===== src/rtl/assert_macros.svh =====
// assertion helpers for the rtl
`ifndef ASSERT_MACROS_SVH
`define ASSERT_MACROS_SVH

// same-cycle implication, disabled while reset is asserted
`define FCSU_ASSERT_NOW(label, clk, rst_n, ante, cons, msg) \
    label: assert property (@(posedge clk) disable iff (!(rst_n)) (ante) |-> (cons)) \
        else $error(msg);

// next-cycle implication, disabled while reset is asserted
`define FCSU_ASSERT_NEXT(label, clk, rst_n, ante, cons, msg) \
    label: assert property (@(posedge clk) disable iff (!(rst_n)) (ante) |=> (cons)) \
        else $error(msg);

`endif


===== src/rtl/fcsu_pkg.sv =====
package fcsu_pkg;

    localparam int unsigned MaxSymbols = 127;

    localparam logic [7:0] SYNC_FIRST   = 8'h2D;
    localparam logic [7:0] SYNC_SECOND  = 8'hD4;
    localparam logic [7:0] LEN_HIGH_BIT = 8'h80;
    localparam logic [5:0] SYMBOL_MASK  = 6'h3F;
    localparam logic [7:0] HEADER_BYTES = 8'd3;
    localparam logic [7:0] FRAME_MIN    = 8'd5;
    localparam logic [15:0] CRC_INIT    = 16'hFFFF;
    localparam logic [15:0] CRC_POLY    = 16'h1021;

    localparam logic KIND_SYMBOL = 1'b0;
    localparam logic KIND_STATUS = 1'b1;

    localparam logic [2:0] ST_OK       = 3'd0;
    localparam logic [2:0] ST_SHORT    = 3'd1;
    localparam logic [2:0] ST_NO_SYNC  = 3'd2;
    localparam logic [2:0] ST_BIT7     = 3'd3;
    localparam logic [2:0] ST_TOO_LONG = 3'd4;
    localparam logic [2:0] ST_SIZE     = 3'd5;
    localparam logic [2:0] ST_CRC      = 3'd6;

    typedef struct packed {
        logic       kind;
        logic [5:0] sym;
        logic [2:0] status;
        logic [7:0] len;
        logic       last;
    } fcsu_result_t;

    typedef struct packed {
        logic [1:0]             count;
        fcsu_result_t [2:0]     res;
    } fcsu_group_t;

    // crc-16/ccitt-false, one byte msb first
    function automatic logic [15:0] crc_byte(input logic [15:0] crc_in,
                                             input logic [7:0] data);
        logic [15:0] c;
        c = crc_in ^ {data, 8'h00};
        for (int i = 0; i < 8; i++) begin
            if (c[15]) begin
                c = {c[14:0], 1'b0} ^ CRC_POLY;
            end else begin
                c = {c[14:0], 1'b0};
            end
        end
        return c;
    endfunction

    // ceil(6*len/8)
    function automatic logic [7:0] packed_bytes(input logic [7:0] len);
        logic [10:0] t;
        t = {1'b0, len, 2'b00} + {2'b00, len, 1'b0} + 11'd7;
        return t[10:3];
    endfunction

    function automatic logic length_ok(input logic [7:0] len);
        return ((len & LEN_HIGH_BIT) == 8'd0) && ({24'd0, len} <= MaxSymbols);
    endfunction

endpackage


===== src/rtl/fcsu_core.sv =====
module fcsu_core (
    input  logic                 aclk,
    input  logic                 aresetn,
    input  logic                 go,
    input  logic [7:0]           frame_byte,
    input  logic                 end_of_frame,
    output fcsu_pkg::fcsu_group_t group_o
);

    logic [7:0]  bytes_reg, bytes_next;
    logic        sync_reg, sync_next;
    logic [7:0]  field_reg, field_next;
    logic [15:0] crc_reg, crc_next;
    logic [15:0] trailer_reg, trailer_next;
    logic [4:0]  resv_reg, resv_next;
    logic [2:0]  fill_reg, fill_next;
    logic [6:0]  sent_reg, sent_next;

    logic [7:0]  len;
    logic        payload;
    logic [12:0] buf0, buf1, buf2;
    logic [3:0]  cnt0, cnt1, cnt2;
    logic [6:0]  sent1, sent2;
    logic        take0, take1;
    logic [5:0]  sym0, sym1;
    logic [1:0]  n_sym;
    logic [7:0]  seen;
    logic [2:0]  status;
    logic [1:0]  count;
    fcsu_pkg::fcsu_result_t [2:0] res;

    always_comb begin
        len = (bytes_reg == 8'd2) ? frame_byte : field_reg;

        sync_next = sync_reg;
        if (bytes_reg == 8'd0 && frame_byte != fcsu_pkg::SYNC_FIRST) begin
            sync_next = 1'b0;
        end
        if (bytes_reg == 8'd1 && frame_byte != fcsu_pkg::SYNC_SECOND) begin
            sync_next = 1'b0;
        end
        field_next = len;

        payload = (bytes_reg >= fcsu_pkg::HEADER_BYTES) && fcsu_pkg::length_ok(len)
                  && ({1'b0, bytes_reg} < ({1'b0, fcsu_pkg::HEADER_BYTES}
                                           + {1'b0, fcsu_pkg::packed_bytes(len)}));

        // unpack up to two symbols from reservoir plus new byte
        buf0  = {resv_reg, frame_byte};
        cnt0  = {1'b0, fill_reg} + 4'd8;
        take0 = payload && cnt0 >= 4'd6 && {1'b0, sent_reg} < len;
        cnt1  = take0 ? cnt0 - 4'd6 : cnt0;
        sym0  = 6'(buf0 >> cnt1) & fcsu_pkg::SYMBOL_MASK;
        buf1  = take0 ? (buf0 & ((13'd1 << cnt1) - 13'd1)) : buf0;
        sent1 = take0 ? sent_reg + 7'd1 : sent_reg;
        take1 = take0 && cnt1 >= 4'd6 && {1'b0, sent1} < len;
        cnt2  = take1 ? cnt1 - 4'd6 : cnt1;
        sym1  = 6'(buf1 >> cnt2) & fcsu_pkg::SYMBOL_MASK;
        buf2  = take1 ? (buf1 & ((13'd1 << cnt2) - 13'd1)) : buf1;
        sent2 = take1 ? sent1 + 7'd1 : sent1;
        n_sym = {1'b0, take0} + {1'b0, take1};

        crc_next  = payload ? fcsu_pkg::crc_byte(crc_reg, frame_byte) : crc_reg;
        resv_next = payload ? buf2[4:0] : resv_reg;
        fill_next = payload ? cnt2[2:0] : fill_reg;
        sent_next = sent2;

        trailer_next = {trailer_reg[7:0], frame_byte};
        bytes_next   = (bytes_reg == 8'hFF) ? bytes_reg : bytes_reg + 8'd1;

        // status in check order
        seen = (bytes_next > 8'd2) ? field_next : 8'd0;
        if (bytes_next < fcsu_pkg::FRAME_MIN) begin
            status = fcsu_pkg::ST_SHORT;
        end else if (!sync_next) begin
            status = fcsu_pkg::ST_NO_SYNC;
        end else if ((seen & fcsu_pkg::LEN_HIGH_BIT) != 8'd0) begin
            status = fcsu_pkg::ST_BIT7;
        end else if ({24'd0, seen} > fcsu_pkg::MaxSymbols) begin
            status = fcsu_pkg::ST_TOO_LONG;
        end else if ({1'b0, bytes_next} != ({1'b0, fcsu_pkg::FRAME_MIN}
                                           + {1'b0, fcsu_pkg::packed_bytes(seen)})) begin
            status = fcsu_pkg::ST_SIZE;
        end else if (trailer_next != crc_next) begin
            status = fcsu_pkg::ST_CRC;
        end else begin
            status = fcsu_pkg::ST_OK;
        end

        res = '0;
        if (take0) begin
            res[0].kind = fcsu_pkg::KIND_SYMBOL;
            res[0].sym  = sym0;
            res[0].len  = len;
        end
        if (take1) begin
            res[1].kind = fcsu_pkg::KIND_SYMBOL;
            res[1].sym  = sym1;
            res[1].len  = len;
        end
        count = n_sym + {1'b0, end_of_frame};
        if (end_of_frame) begin
            res[n_sym].kind   = fcsu_pkg::KIND_STATUS;
            res[n_sym].status = status;
            res[n_sym].len    = seen;
        end
        if (count != 2'd0) begin
            res[count - 2'd1].last = 1'b1;
        end
        group_o.count = count;
        group_o.res   = res;
    end

    always_ff @(posedge aclk) begin
        if (!aresetn) begin
            bytes_reg   <= 8'd0;
            sync_reg    <= 1'b1;
            field_reg   <= 8'd0;
            crc_reg     <= fcsu_pkg::CRC_INIT;
            trailer_reg <= 16'd0;
            resv_reg    <= 5'd0;
            fill_reg    <= 3'd0;
            sent_reg    <= 7'd0;
        end else if (go) begin
            if (end_of_frame) begin
                bytes_reg   <= 8'd0;
                sync_reg    <= 1'b1;
                field_reg   <= 8'd0;
                crc_reg     <= fcsu_pkg::CRC_INIT;
                trailer_reg <= 16'd0;
                resv_reg    <= 5'd0;
                fill_reg    <= 3'd0;
                sent_reg    <= 7'd0;
            end else begin
                bytes_reg   <= bytes_next;
                sync_reg    <= sync_next;
                field_reg   <= field_next;
                crc_reg     <= crc_next;
                trailer_reg <= trailer_next;
                resv_reg    <= resv_next;
                fill_reg    <= fill_next;
                sent_reg    <= sent_next;
            end
        end
    end

endmodule


===== src/rtl/frame_checker_symbol_unpacker_top.sv =====
// channel  | direction | tdata                          | tuser     | tlast
// s_       | in        | [7:0] frame_byte               | -         | end_of_frame
// m_       | out       | [5:0] sym [8:6] st [16:9] len  | item_kind | last_of_run
//
// one input word is taken per cycle as long as each word yields at most one result and m_ does not stall
// a word that yields two or three results (symbols and/or status) holds the result
// register until all of them are sent, since the m_ side moves one word per cycle
// an input register in front of the core holds the next word while results drain
// reset (aresetn low, synchronous) clears the valid flags of both registers and the frame state
// stalls on m_ propagate back to s_tready once the input register is occupied
`include "assert_macros.svh"

module frame_checker_symbol_unpacker_top (
    input  logic        aclk,
    input  logic        aresetn,
    input  logic        s_tvalid,
    output logic        s_tready,
    input  logic [7:0]  s_tdata,   // [7:0] frame_byte
    input  logic        s_tlast,   // end_of_frame
    output logic        m_tvalid,
    input  logic        m_tready,
    output logic [23:0] m_tdata,   // [5:0] payload_symbol, [8:6] frame_status,
                                   // [16:9] length_seen, [23:17] zero
    output logic        m_tuser,   // item_kind
    output logic        m_tlast    // last_of_run
);

    // input word register
    logic       in_valid_reg;
    logic [7:0] in_byte_reg;
    logic       in_eof_reg;

    // result group register, drained one word per cycle while m_tready is high
    fcsu_pkg::fcsu_group_t grp_reg;
    logic                  grp_valid_reg;
    logic [1:0]            rd_ptr_reg;

    fcsu_pkg::fcsu_group_t core_grp;
    fcsu_pkg::fcsu_result_t cur;
    logic out_take;
    logic grp_done;
    logic core_go;
    logic load;

    assign out_take = grp_valid_reg && m_tready;
    assign grp_done = out_take && (rd_ptr_reg == grp_reg.count - 2'd1);
    // the core consumes the held word once the result register is free or its last word is taken
    assign core_go  = in_valid_reg && (!grp_valid_reg || grp_done);
    assign load     = core_go && (core_grp.count != 2'd0);
    assign s_tready = !in_valid_reg || core_go;

    fcsu_core u_core (
        .aclk         (aclk),
        .aresetn      (aresetn),
        .go           (core_go),
        .frame_byte   (in_byte_reg),
        .end_of_frame (in_eof_reg),
        .group_o      (core_grp)
    );

    always_ff @(posedge aclk) begin
        if (!aresetn) begin
            in_valid_reg <= 1'b0;
        end else if (s_tvalid && s_tready) begin
            in_valid_reg <= 1'b1;
        end else if (core_go) begin
            in_valid_reg <= 1'b0;
        end
    end

    // payload only, no reset needed
    always_ff @(posedge aclk) begin
        if (s_tvalid && s_tready) begin
            in_byte_reg <= s_tdata;
            in_eof_reg  <= s_tlast;
        end
    end

    always_ff @(posedge aclk) begin
        if (!aresetn) begin
            grp_valid_reg <= 1'b0;
            rd_ptr_reg    <= 2'd0;
        end else if (load) begin
            grp_valid_reg <= 1'b1;
            rd_ptr_reg    <= 2'd0;
        end else if (grp_done) begin
            grp_valid_reg <= 1'b0;
            rd_ptr_reg    <= 2'd0;
        end else if (out_take) begin
            rd_ptr_reg    <= rd_ptr_reg + 2'd1;
        end
    end

    always_ff @(posedge aclk) begin
        if (load) begin
            grp_reg <= core_grp;
        end
    end

    // current output word
    assign cur      = grp_reg.res[rd_ptr_reg];
    assign m_tvalid = grp_valid_reg;
    assign m_tdata  = {7'd0, cur.len, cur.status, cur.sym};
    assign m_tuser  = cur.kind;
    assign m_tlast  = cur.last;

    // read pointer never passes the group's result count
    `FCSU_ASSERT_NOW(a_ptr_in_group, aclk, aresetn, grp_valid_reg,
        rd_ptr_reg < grp_reg.count, "read pointer beyond result group")
    // a status word always closes the results of its input word
    `FCSU_ASSERT_NOW(a_status_last, aclk, aresetn, m_tvalid && m_tuser,
        m_tlast, "status word not marked last")
    // symbol words carry a zero status field
    `FCSU_ASSERT_NOW(a_symbol_status, aclk, aresetn, m_tvalid && !m_tuser,
        m_tdata[8:6] == fcsu_pkg::ST_OK, "symbol word with nonzero status")
    // a finished group with no waiting word is emptied on the next cycle
    `FCSU_ASSERT_NEXT(a_group_turnover, aclk, aresetn, grp_done && !in_valid_reg,
        !grp_valid_reg, "group still valid after final word")

endmodule

===== config.mk =====
export PLATFORM = sky130hd
export DESIGN_NAME = frame_checker_symbol_unpacker_top
export DESIGN_NICKNAME = d
export VERILOG_FILES = /design/src/rtl/fcsu_pkg.sv /design/src/rtl/fcsu_core.sv /design/src/rtl/frame_checker_symbol_unpacker_top.sv
export VERILOG_INCLUDE_DIRS = /design/src /design/src/rtl
export SDC_FILE = /design/constraint.sdc
export NUM_CORES = 1
export LEC_CHECK = 0
export BUFFER_PORTS_ARGS = -buffer_cell sky130_fd_sc_hd__buf_2
export CAP_MARGIN = 20
export CORE_AREA = 2 2 166 152
export CTS_BUF_LIST = sky130_fd_sc_hd__clkbuf_16
export CTS_CLUSTER_DIAMETER = 100
export DETAILED_ROUTE_END_ITERATION = 16
export DIE_AREA = 0 0 168 154
export HOLD_SLACK_MARGIN = 0.15
export RECOVER_POWER = 100
export SYNTH_ARGS = -nofsm -noshare
export SYNTH_HDL_FRONTEND = slang
export SYNTH_SLANG_ARGS = --single-unit

===== constraint.sdc =====
create_clock -name aclk -period 10.3 [get_ports aclk]
set_input_delay 2.06 -clock aclk [delete_from_list [all_inputs] [get_ports aclk]]
set_output_delay 2.06 -clock aclk [all_outputs]
set_load 0.005 [all_outputs]

# Word level (Yosys, flattened, before mapping)
# Index checks and enable logic that the tools add are counted.
[totals]
out_inout_bits = 28
reg_bits = 128
[classes]
addsub = 19
n_shift = 4
bitwise_logic = 12
mux = 60
eq_ne = 8
n_reduce_logical = 28
n_lt_le_gt_ge = 15
[ops]
columns = ["operator", "count"]
rows = [
  ["$bwmux 57", 4],
  ["$demux 19 s2", 4],
  ["$mux 13", 9],
  ["$mux 57", 2],
  ["$mux 8", 8],
  ["$bmux 19 s2", 1],
  ["$mux 19", 2],
  ["$mux 16", 2],
  ["$shr 13x4->6", 2],
  ["$mux 3", 8],
  ["$not 3->3", 8],
  ["$add 10x9->11", 2],
  ["$add 11x3->11 const B", 2],
  ["$mux 7", 3],
  ["$logic_and 1x1->1", 16],
  ["$logic_not 8->1", 2],
  ["$lt 7x8->1", 2],
  ["$ne 16x16->1", 1],
  ["$xor 16x16->16", 1],
  ["$mux 5", 3],
  ["$add 7x1->7 const B", 2],
  ["$and 13x13->13", 1],
  ["$shl 1x4->13 const A", 1],
  ["$sub 13x1->13 const B", 1],
  ["39 further kinds", 59],
]

# Depth between registers and ports, before layout
# Gate-level depths: netlist of the first run.
[logic_depth]
depth_word = 30
depth_mapped = 47

# Modules after synthesis
# A second synthesis of the first run with hierarchy kept.
[hier_totals]
hier_cells = 1258
area_unflattened_um2 = 10462.5
[by_module_without_submodules]
columns = ["module", "cells_each", "n_inst", "area_each_um2", "seq_area_each_um2"]
rows = [
  ["fcsu_core", 1087, 1, 7723.7, 1101.1],
  ["frame_checker_symbol_unpacker_top", 171, 1, 2738.9, 2122.0],
]

# Least setup slack after synthesis of the first run
# OpenSTA, ideal clock, no wires.
[synth_path]
path_type = "register to register"
start = "reg u_core.bytes_reg[0]"
end = "reg u_core.resv_reg[4]"
path_stages_with_launch = 41
setup_time_ns = 0.061
arrival_ns = 9.326
n_path_buf = 4
period_less_slack_ns = 9.387
slack_ns = 0.913
path_cell_list = "dfxtp_1 inv_1 ha_1 nor3b_2 nand2_1 buf_2 mux2i_1 inv_1 ha_1 ha_1 clkbuf_1 or2_2 nor4b_1 mux2_4 or4_4 or2_2 xnor2_1 ha_1 (+5 left out) buf_1 nor2_1 xor2_1 ha_1 a2111oi_0 o21ai_0 and2_1 clkbuf_1 nand2_1 nand2_1 mux2i_1 o21ai_0 ha_1 or4_1 o21ai_0 a31oi_1 o211ai_1 a32o_1"
[synth_via]
elab_chain_cells = 20
[synth_rtl]
columns = ["item", "line", "text"]
rows = [
  ["start: declaration", "fcsu_core.sv:10", "logic [7:0] bytes_reg, bytes_next;"],
  ["start signal: assignment", "fcsu_core.sv:135", "bytes_reg <= bytes_next;"],
  ["parallel branches: the longest is 20 deep, another holds $add 10x9->11", "--", ""],
  ["end signal: assignment", "fcsu_core.sv:140", "resv_reg <= resv_next;"],
  ["end: declaration", "fcsu_core.sv:15", "logic [4:0] resv_reg, resv_next;"],
]
# Several ways; the timed one is not identified. The select of a mux whose other input is x is not followed.
# A chain may end at the register's enable or synchronous reset.

# Worst setup path in the final report of the first run
# Same ends and word-level chain as after synthesis.

==> results of run 1 <==
final cells by class:
type | count | area (um^2)
Clock buffer | 17 | 425
Inverter | 48 | 185
Timing Repair Buffer | 63 | 343
Sequential cell | 121 | 3040
Clock inverter | 15 | 130
Tap cell | 308 | 385
Multi-Input combinational cell | 917 | 6210
Fill cell | 2395 | 13300
through the flow:
step / instance area [um^2] / total power [W] / utilization / std cells / setup WS (ps)
floorplan: 9820 / 0.000598 / - / 1161 / 913
global placement: 10300 / 0.000629 / 0.427 / 1457 / 900
detailed placement: 10300 / 0.000629 / 0.427 / 1457 / 576
CTS: 10800 / 0.00120 / 0.451 / 1489 / 569
global route: 10700 / 0.00123 / 0.447 / 1489 / 51.4
finish: 10700 / 0.00118 / 0.447 / 1489 / 797
worst min-delay path, delay by kind of cell, from the launching register on:
kind,cells,cell delay (ps)
AOI/OAI and AO/OA,1,70
DFF,1,330
and+or+nand+nor,1,80
cells by family (layout without fill, tap and decap cells):
logic type | count (synthesis) | in the layout | share of synthesized area
simple gates | 410 | 410 | 0.207
compound gates | 284 | 284 | 0.194
buf+inv | 123 | 143 | 0.0551
flops | 121 | 121 | 0.311
xor+xnor | 93 | 93 | 0.0865
fa+ha+maj | 63 | 63 | 0.0807
mux | 58 | 58 | 0.0652
other cells | 2 | 9 | 0.000767
per-layer routing:
layer,share of wire,up-vias
li1,-,4198
met1,0.49,3955
met4,0.022,0
met5,0,-
met3,0.067,52
met2,0.42,291
worst max-delay path by stage:
stage | from | slack [ps] | cells after the start | to
global placement | u_core.bytes_reg[0]$_SDFFE_PN0P_ | 900 | 40 | u_core.resv_reg[4]$_SDFFE_PN0P_
detailed placement | u_core.bytes_reg[0]$_SDFFE_PN0P_ | 580 | 40 | u_core.resv_reg[4]$_SDFFE_PN0P_
finish | u_core.bytes_reg[0]$_SDFFE_PN0P_ | 800 | 40 | u_core.resv_reg[4]$_SDFFE_PN0P_
CTS | u_core.bytes_reg[0]$_SDFFE_PN0P_ | 570 | 40 | u_core.resv_reg[4]$_SDFFE_PN0P_
global route | u_core.bytes_reg[0]$_SDFFE_PN0P_ | 50 | 40 | u_core.resv_reg[4]$_SDFFE_PN0P_
floorplan | u_core.bytes_reg[0]$_SDFFE_PN0P_ | 910 | 40 | u_core.resv_reg[4]$_SDFFE_PN0P_
report_power, final:
group          internal, W  switching (W)
combinational    0.0000317      0.0000618
sequential        0.000516     0.00000911
clock             0.000316       0.000251
total             0.000863       0.000322
layout by cell type (no fill, tap or decap), drive strengths merged, types with 13 or more instances in the layout:
master,count
nor2,123
nand2,109
a21oi,83
o21ai,66
edfxtp,62
ha,60
dfxtp,59
inv,55
xnor2,52
clkbuf,46
mux2i,45
xor2,40
nor3,40
nand3,36
buf,34
nand2b,14
a21o,13
and3,13
==> impl_metrics.ini, run 1 <==
[timing]
tns_ps = 0
fin_crit_sh = 0.923
holdWs_ps = 502
slew_headroom = -0.417
rsz0062_at_grt = false
finalHoldViolations = 0
setup_violations = 0
fmax_mhz = 105
worst_slew_pin_slew_ps = 2130
final.setup_skew_ps = 11.7
post-route-min-period_ps = 9500
drv_slew = 124

[clock_tree]
cts_setup_buffers = 0
cts_tree = done
holdBufCountCts = 0
clk_pin_slew_ps = 60
htreeDepth = 4
cts_made_buffers = 17
ctsResizeCount = 0
clkLatencyLatePin_ps = 420
cts_buffer_depth = 2
clkSinkCount = 121
root_buffer = clkbuf_16

[final_layout]
num_antenna_cells = 0
drive_gt1_frac = 0.0991
largest_register_ffs = 53
nets = 1242
syn_to_final_growth_pct = 9.45

[setup_path]
arrival_ps = 9870
crit_top_cell = ha_1
crit_family = simple AND/OR/NAND/NOR gates
slowest_stage = or4_4
r2r_end = u_core.resv_reg[4]$_SDFFE_PN0P_
worst-r2r-setup-slack_ps = 800
cp_max_fo = 23
path_buf_inv = 4
reg2regPathDepth = 40
crit_required_ps = 10670
criticalPathCategory = reg2reg
cp-start-kind = register
cp-end-kind = register
cpPeakStageDelay_ps = 580
r2r_start = u_core.bytes_reg[0]$_SDFFE_PN0P_

[job]
cap_violations = 4

[floorplanning]
dieArea_um2 = 25900
die_height_um = 154
die_x_um = 168
io_pins = 41
row_count = 54
core-area_um2 = 24000
start_util = 0.408

[yosys]
synth.avg_cell_area_um2 = 8.49
synth_top_area_frac = 0.190
synth-edff-count = 62
synth.most_common_cell = nor2_1
synth_common_cells = nor2_1, nand2_1, a21oi_1
synthDistinctLibCells = 98
synthTopCellsByArea = edfxtp_1, dfxtp_1, ha_1
ys.flop_type = edfxtp_1
async_flop_share = 0
ys_seq_area_frac = 0.311
yosysWarnings = 0
yosysTopAreaCell = edfxtp_1
netlist_instances = 1154
syn_area_um2 = 9790
synth-seq-cells = 121

[worst_hold_path]
hold_depth = 2
hp-start = u_core.field_reg[5]$_SDFFE_PN0P_
hold_path_end = u_core.field_reg[5]$_SDFFE_PN0P_
hold_class = reg2reg

[pwr]
power.leakage_nw = 4.21
vdd_drop_max_mv = 0.0968
powerDensity_nw_per_um2 = 111

[global_route]
track_usage = 0.218
grt_max_degree = 47
grt_remaining_overflow = 0
grt_busiest_layer = met2
grt_pass1_vias = 7955
grt_use_met3 = 0.0538
grt_first_pass_wirelength_um = 44400
use_met1 = 0.314
antenna_found_initial = 0
grt.met2_usage = 0.320

[detailed_routing]
drtIter0Drc = 768
dr_total_vias = 8496
ant_nets = 0
dr.pass1.iters = 6
wl_per_cell_um = 18.7
drt-total-wl_um = 27800
vias_per_cell = 5.71
drc = 0

[placed_design]
dp_hpwl_um = 20000
port_buffers = 33
gp_congestion = 0.950

[status]
violations = capacitance limit, slew limit
status = finished with violations
Power figures use the tool's default switching activity.
==> run 2: changes to the inputs <==
==> constraint.sdc (replaced) <==
create_clock -name aclk -period 8.21 [get_ports aclk]
set_input_delay 1.642 -clock aclk [delete_from_list [all_inputs] [get_ports aclk]]
set_output_delay 1.642 -clock aclk [all_outputs]
set_load 0.005 [all_outputs]
==> impl_metrics.ini, run 2 (synthesis gave the netlist of run 1 again) <==
[clock_tree]
cts_made_buffers = 17
clkSinkCount = 121
cts_tree = done
clk_pin_slew_ps = 60
htreeDepth = 4
cts_buffer_depth = 2
root_buffer = clkbuf_16
holdBufCountCts = 0
clkLatencyLatePin_ps = 440

[global_route]
track_usage = 0.227
grt_pass1_vias = 8341
grt_max_degree = 33
grt_remaining_overflow = 0
grt_first_pass_wirelength_um = 46400
antenna_found_initial = 0

[floorplanning]
start_util = 0.408
die_x_um = 168
io_pins = 41
core-area_um2 = 24000
dieArea_um2 = 25900
row_count = 54
die_height_um = 154

[timing]
drv_slew = 0
worst_slew_pin_slew_ps = 1150
finalWorstSetupSlack_ps = 264
setup_violations = 0
finalHoldViolations = 0
final.setup_skew_ps = 17.7
fmax_mhz = 126
slew_headroom = 0.234
fin_crit_sh = 0.968
post-route-min-period_ps = 7950

[detailed_routing]
dr.pass1.iters = 7
ant_nets = 0
drtIter0Drc = 878
drt-total-wl_um = 29200
wl_per_cell_um = 18.9
dr_total_vias = 8869
drc = 0
vias_per_cell = 5.74

[setup_path]
cp_max_fo = 7
arrival_ps = 8100
cp-start-kind = register
crit_required_ps = 8360
cpPeakStageDelay_ps = 550
slowest_stage = or4_4
cp-end-kind = register
reg2regPathDepth = 38
worst-r2r-setup-slack_ps = 260
criticalPathCategory = reg2reg
r2r_start = u_core.bytes_reg[0]$_SDFFE_PN0P_
r2r_end = grp_reg[32]$_SDFFCE_PP0P_

[job]
cap_violations = 0

[pwr]
powerDensity_nw_per_um2 = 132
internal_power_w = 0.00112
power.leakage_nw = 4.58
p_switching_w = 0.000411
vdd_drop_max_mv = 0.0910
p_comb_frac = 0.083
swShare = 0.269
seqPwrFrac = 0.429
power.total_w = 0.00153
p_clk_frac = 0.489

[worst_hold_path]
hp-start = u_core.crc_reg[5]$_SDFFE_PN1P_
hold_depth = 2
hold_class = reg2reg
hold_path_end = u_core.crc_reg[5]$_SDFFE_PN1P_

[placed_design]
post-place-ws_ps = -114
gp_congestion = 0.949
dp_hpwl_um = 21700
port_buffers = 33

[final_layout]
syn_to_final_growth_pct = 18.0
final_common_cell = nor2_1
largest_register_ffs = 53
final_cell_mix = nor2_1, nand2_1, a21oi_1
nets = 1298
drive_gt1_frac = 0.176
num_antenna_cells = 0

[status]
status = completed
[run 2: worst max-delay path by stage]
stage / slack, ps / cells past startpoint / end / from
CTS: 4 / 41 / u_core.resv_reg[4]$_SDFFE_PN0P_ / u_core.bytes_reg[0]$_SDFFE_PN0P_
finish: 260 / 38 / grp_reg[32]$_SDFFCE_PP0P_ / u_core.bytes_reg[0]$_SDFFE_PN0P_
global route: -60 / 41 / u_core.resv_reg[4]$_SDFFE_PN0P_ / u_core.bytes_reg[0]$_SDFFE_PN0P_
detailed placement: -110 / 37 / grp_reg[32]$_SDFFCE_PP0P_ / u_core.bytes_reg[0]$_SDFFE_PN0P_
floorplan: 5 / 39 / grp_reg[29]$_SDFFCE_PN0P_ / u_core.bytes_reg[3]$_SDFFE_PN0P_
global placement: 6 / 38 / grp_reg[32]$_SDFFCE_PP0P_ / u_core.bytes_reg[0]$_SDFFE_PN0P_
[run 2: worst max-delay path: cells and delay by family, from the launching register on]
| family | cells | cell delay (ps) |
|---|---|---|
| AND/OR/NAND/NOR | 9 | 2190 |
| multiplexers | 4 | 1200 |
| flip-flops | 1 | 320 |
| XOR/XNOR | 1 | 130 |
| AO/OA/AOI/OAI | 12 | 1780 |
| buffers and inverters | 7 | 890 |
| adder cells (fa/ha/maj) | 5 | 1150 |
[run 2: power groups by stage]
stage	sequential (W)	clock, W	combinational (W)
3_3_place_gp	0.000668	0	0.000124
3_5_place_dp	0.000668	0	0.000125
4_1_cts	0.000655	0.000756	0.000125
2_1_floorplan	0.000665	0	0.0000868
5_1_grt	0.000657	0.000787	0.000138
6_report	0.000656	0.000748	0.000126
[run 2: layout make-up]
class | count | area (um^2)
multi-input combinational | 917 | 6550
sequential | 121 | 3050
clock buffer | 17 | 425
inverter | 48 | 188
tap | 308 | 385
timing repair buffer | 119 | 806
clock inverter | 15 | 156
fill | 2342 | 12400
[run 2: per-layer routing]
layer  track usage  share of wire
met5             0              0
met4        0.0584          0.014
met3        0.0507          0.071
met2         0.348           0.44
met1         0.324           0.47
[run 2: per-stage QoR]
stage               area [um^2]  TNS, ps  cells  hold slack, ps  utilization
floorplan                 10000        0   1161             449            -
global placement          10800        0   1501             477        0.448
detailed placement        10800     -145   1502             488        0.449
CTS                       11400        0   1534             503        0.474
global route              11600    -91.1   1545             527        0.482
finish                    11600        0   1545             496        0.482
[run 2: timing repair]
| action | 4_1_cts | 5_1_grt |
|---|---|---|
| setup buffers | 0 | 10 |
| gates resized for setup | 7 | 30 |
| setup endpoints to repair | 2 | 26 |
| endpoints found under the hold margin | 0 | 0 |
| pin swaps | 0 | 25 |
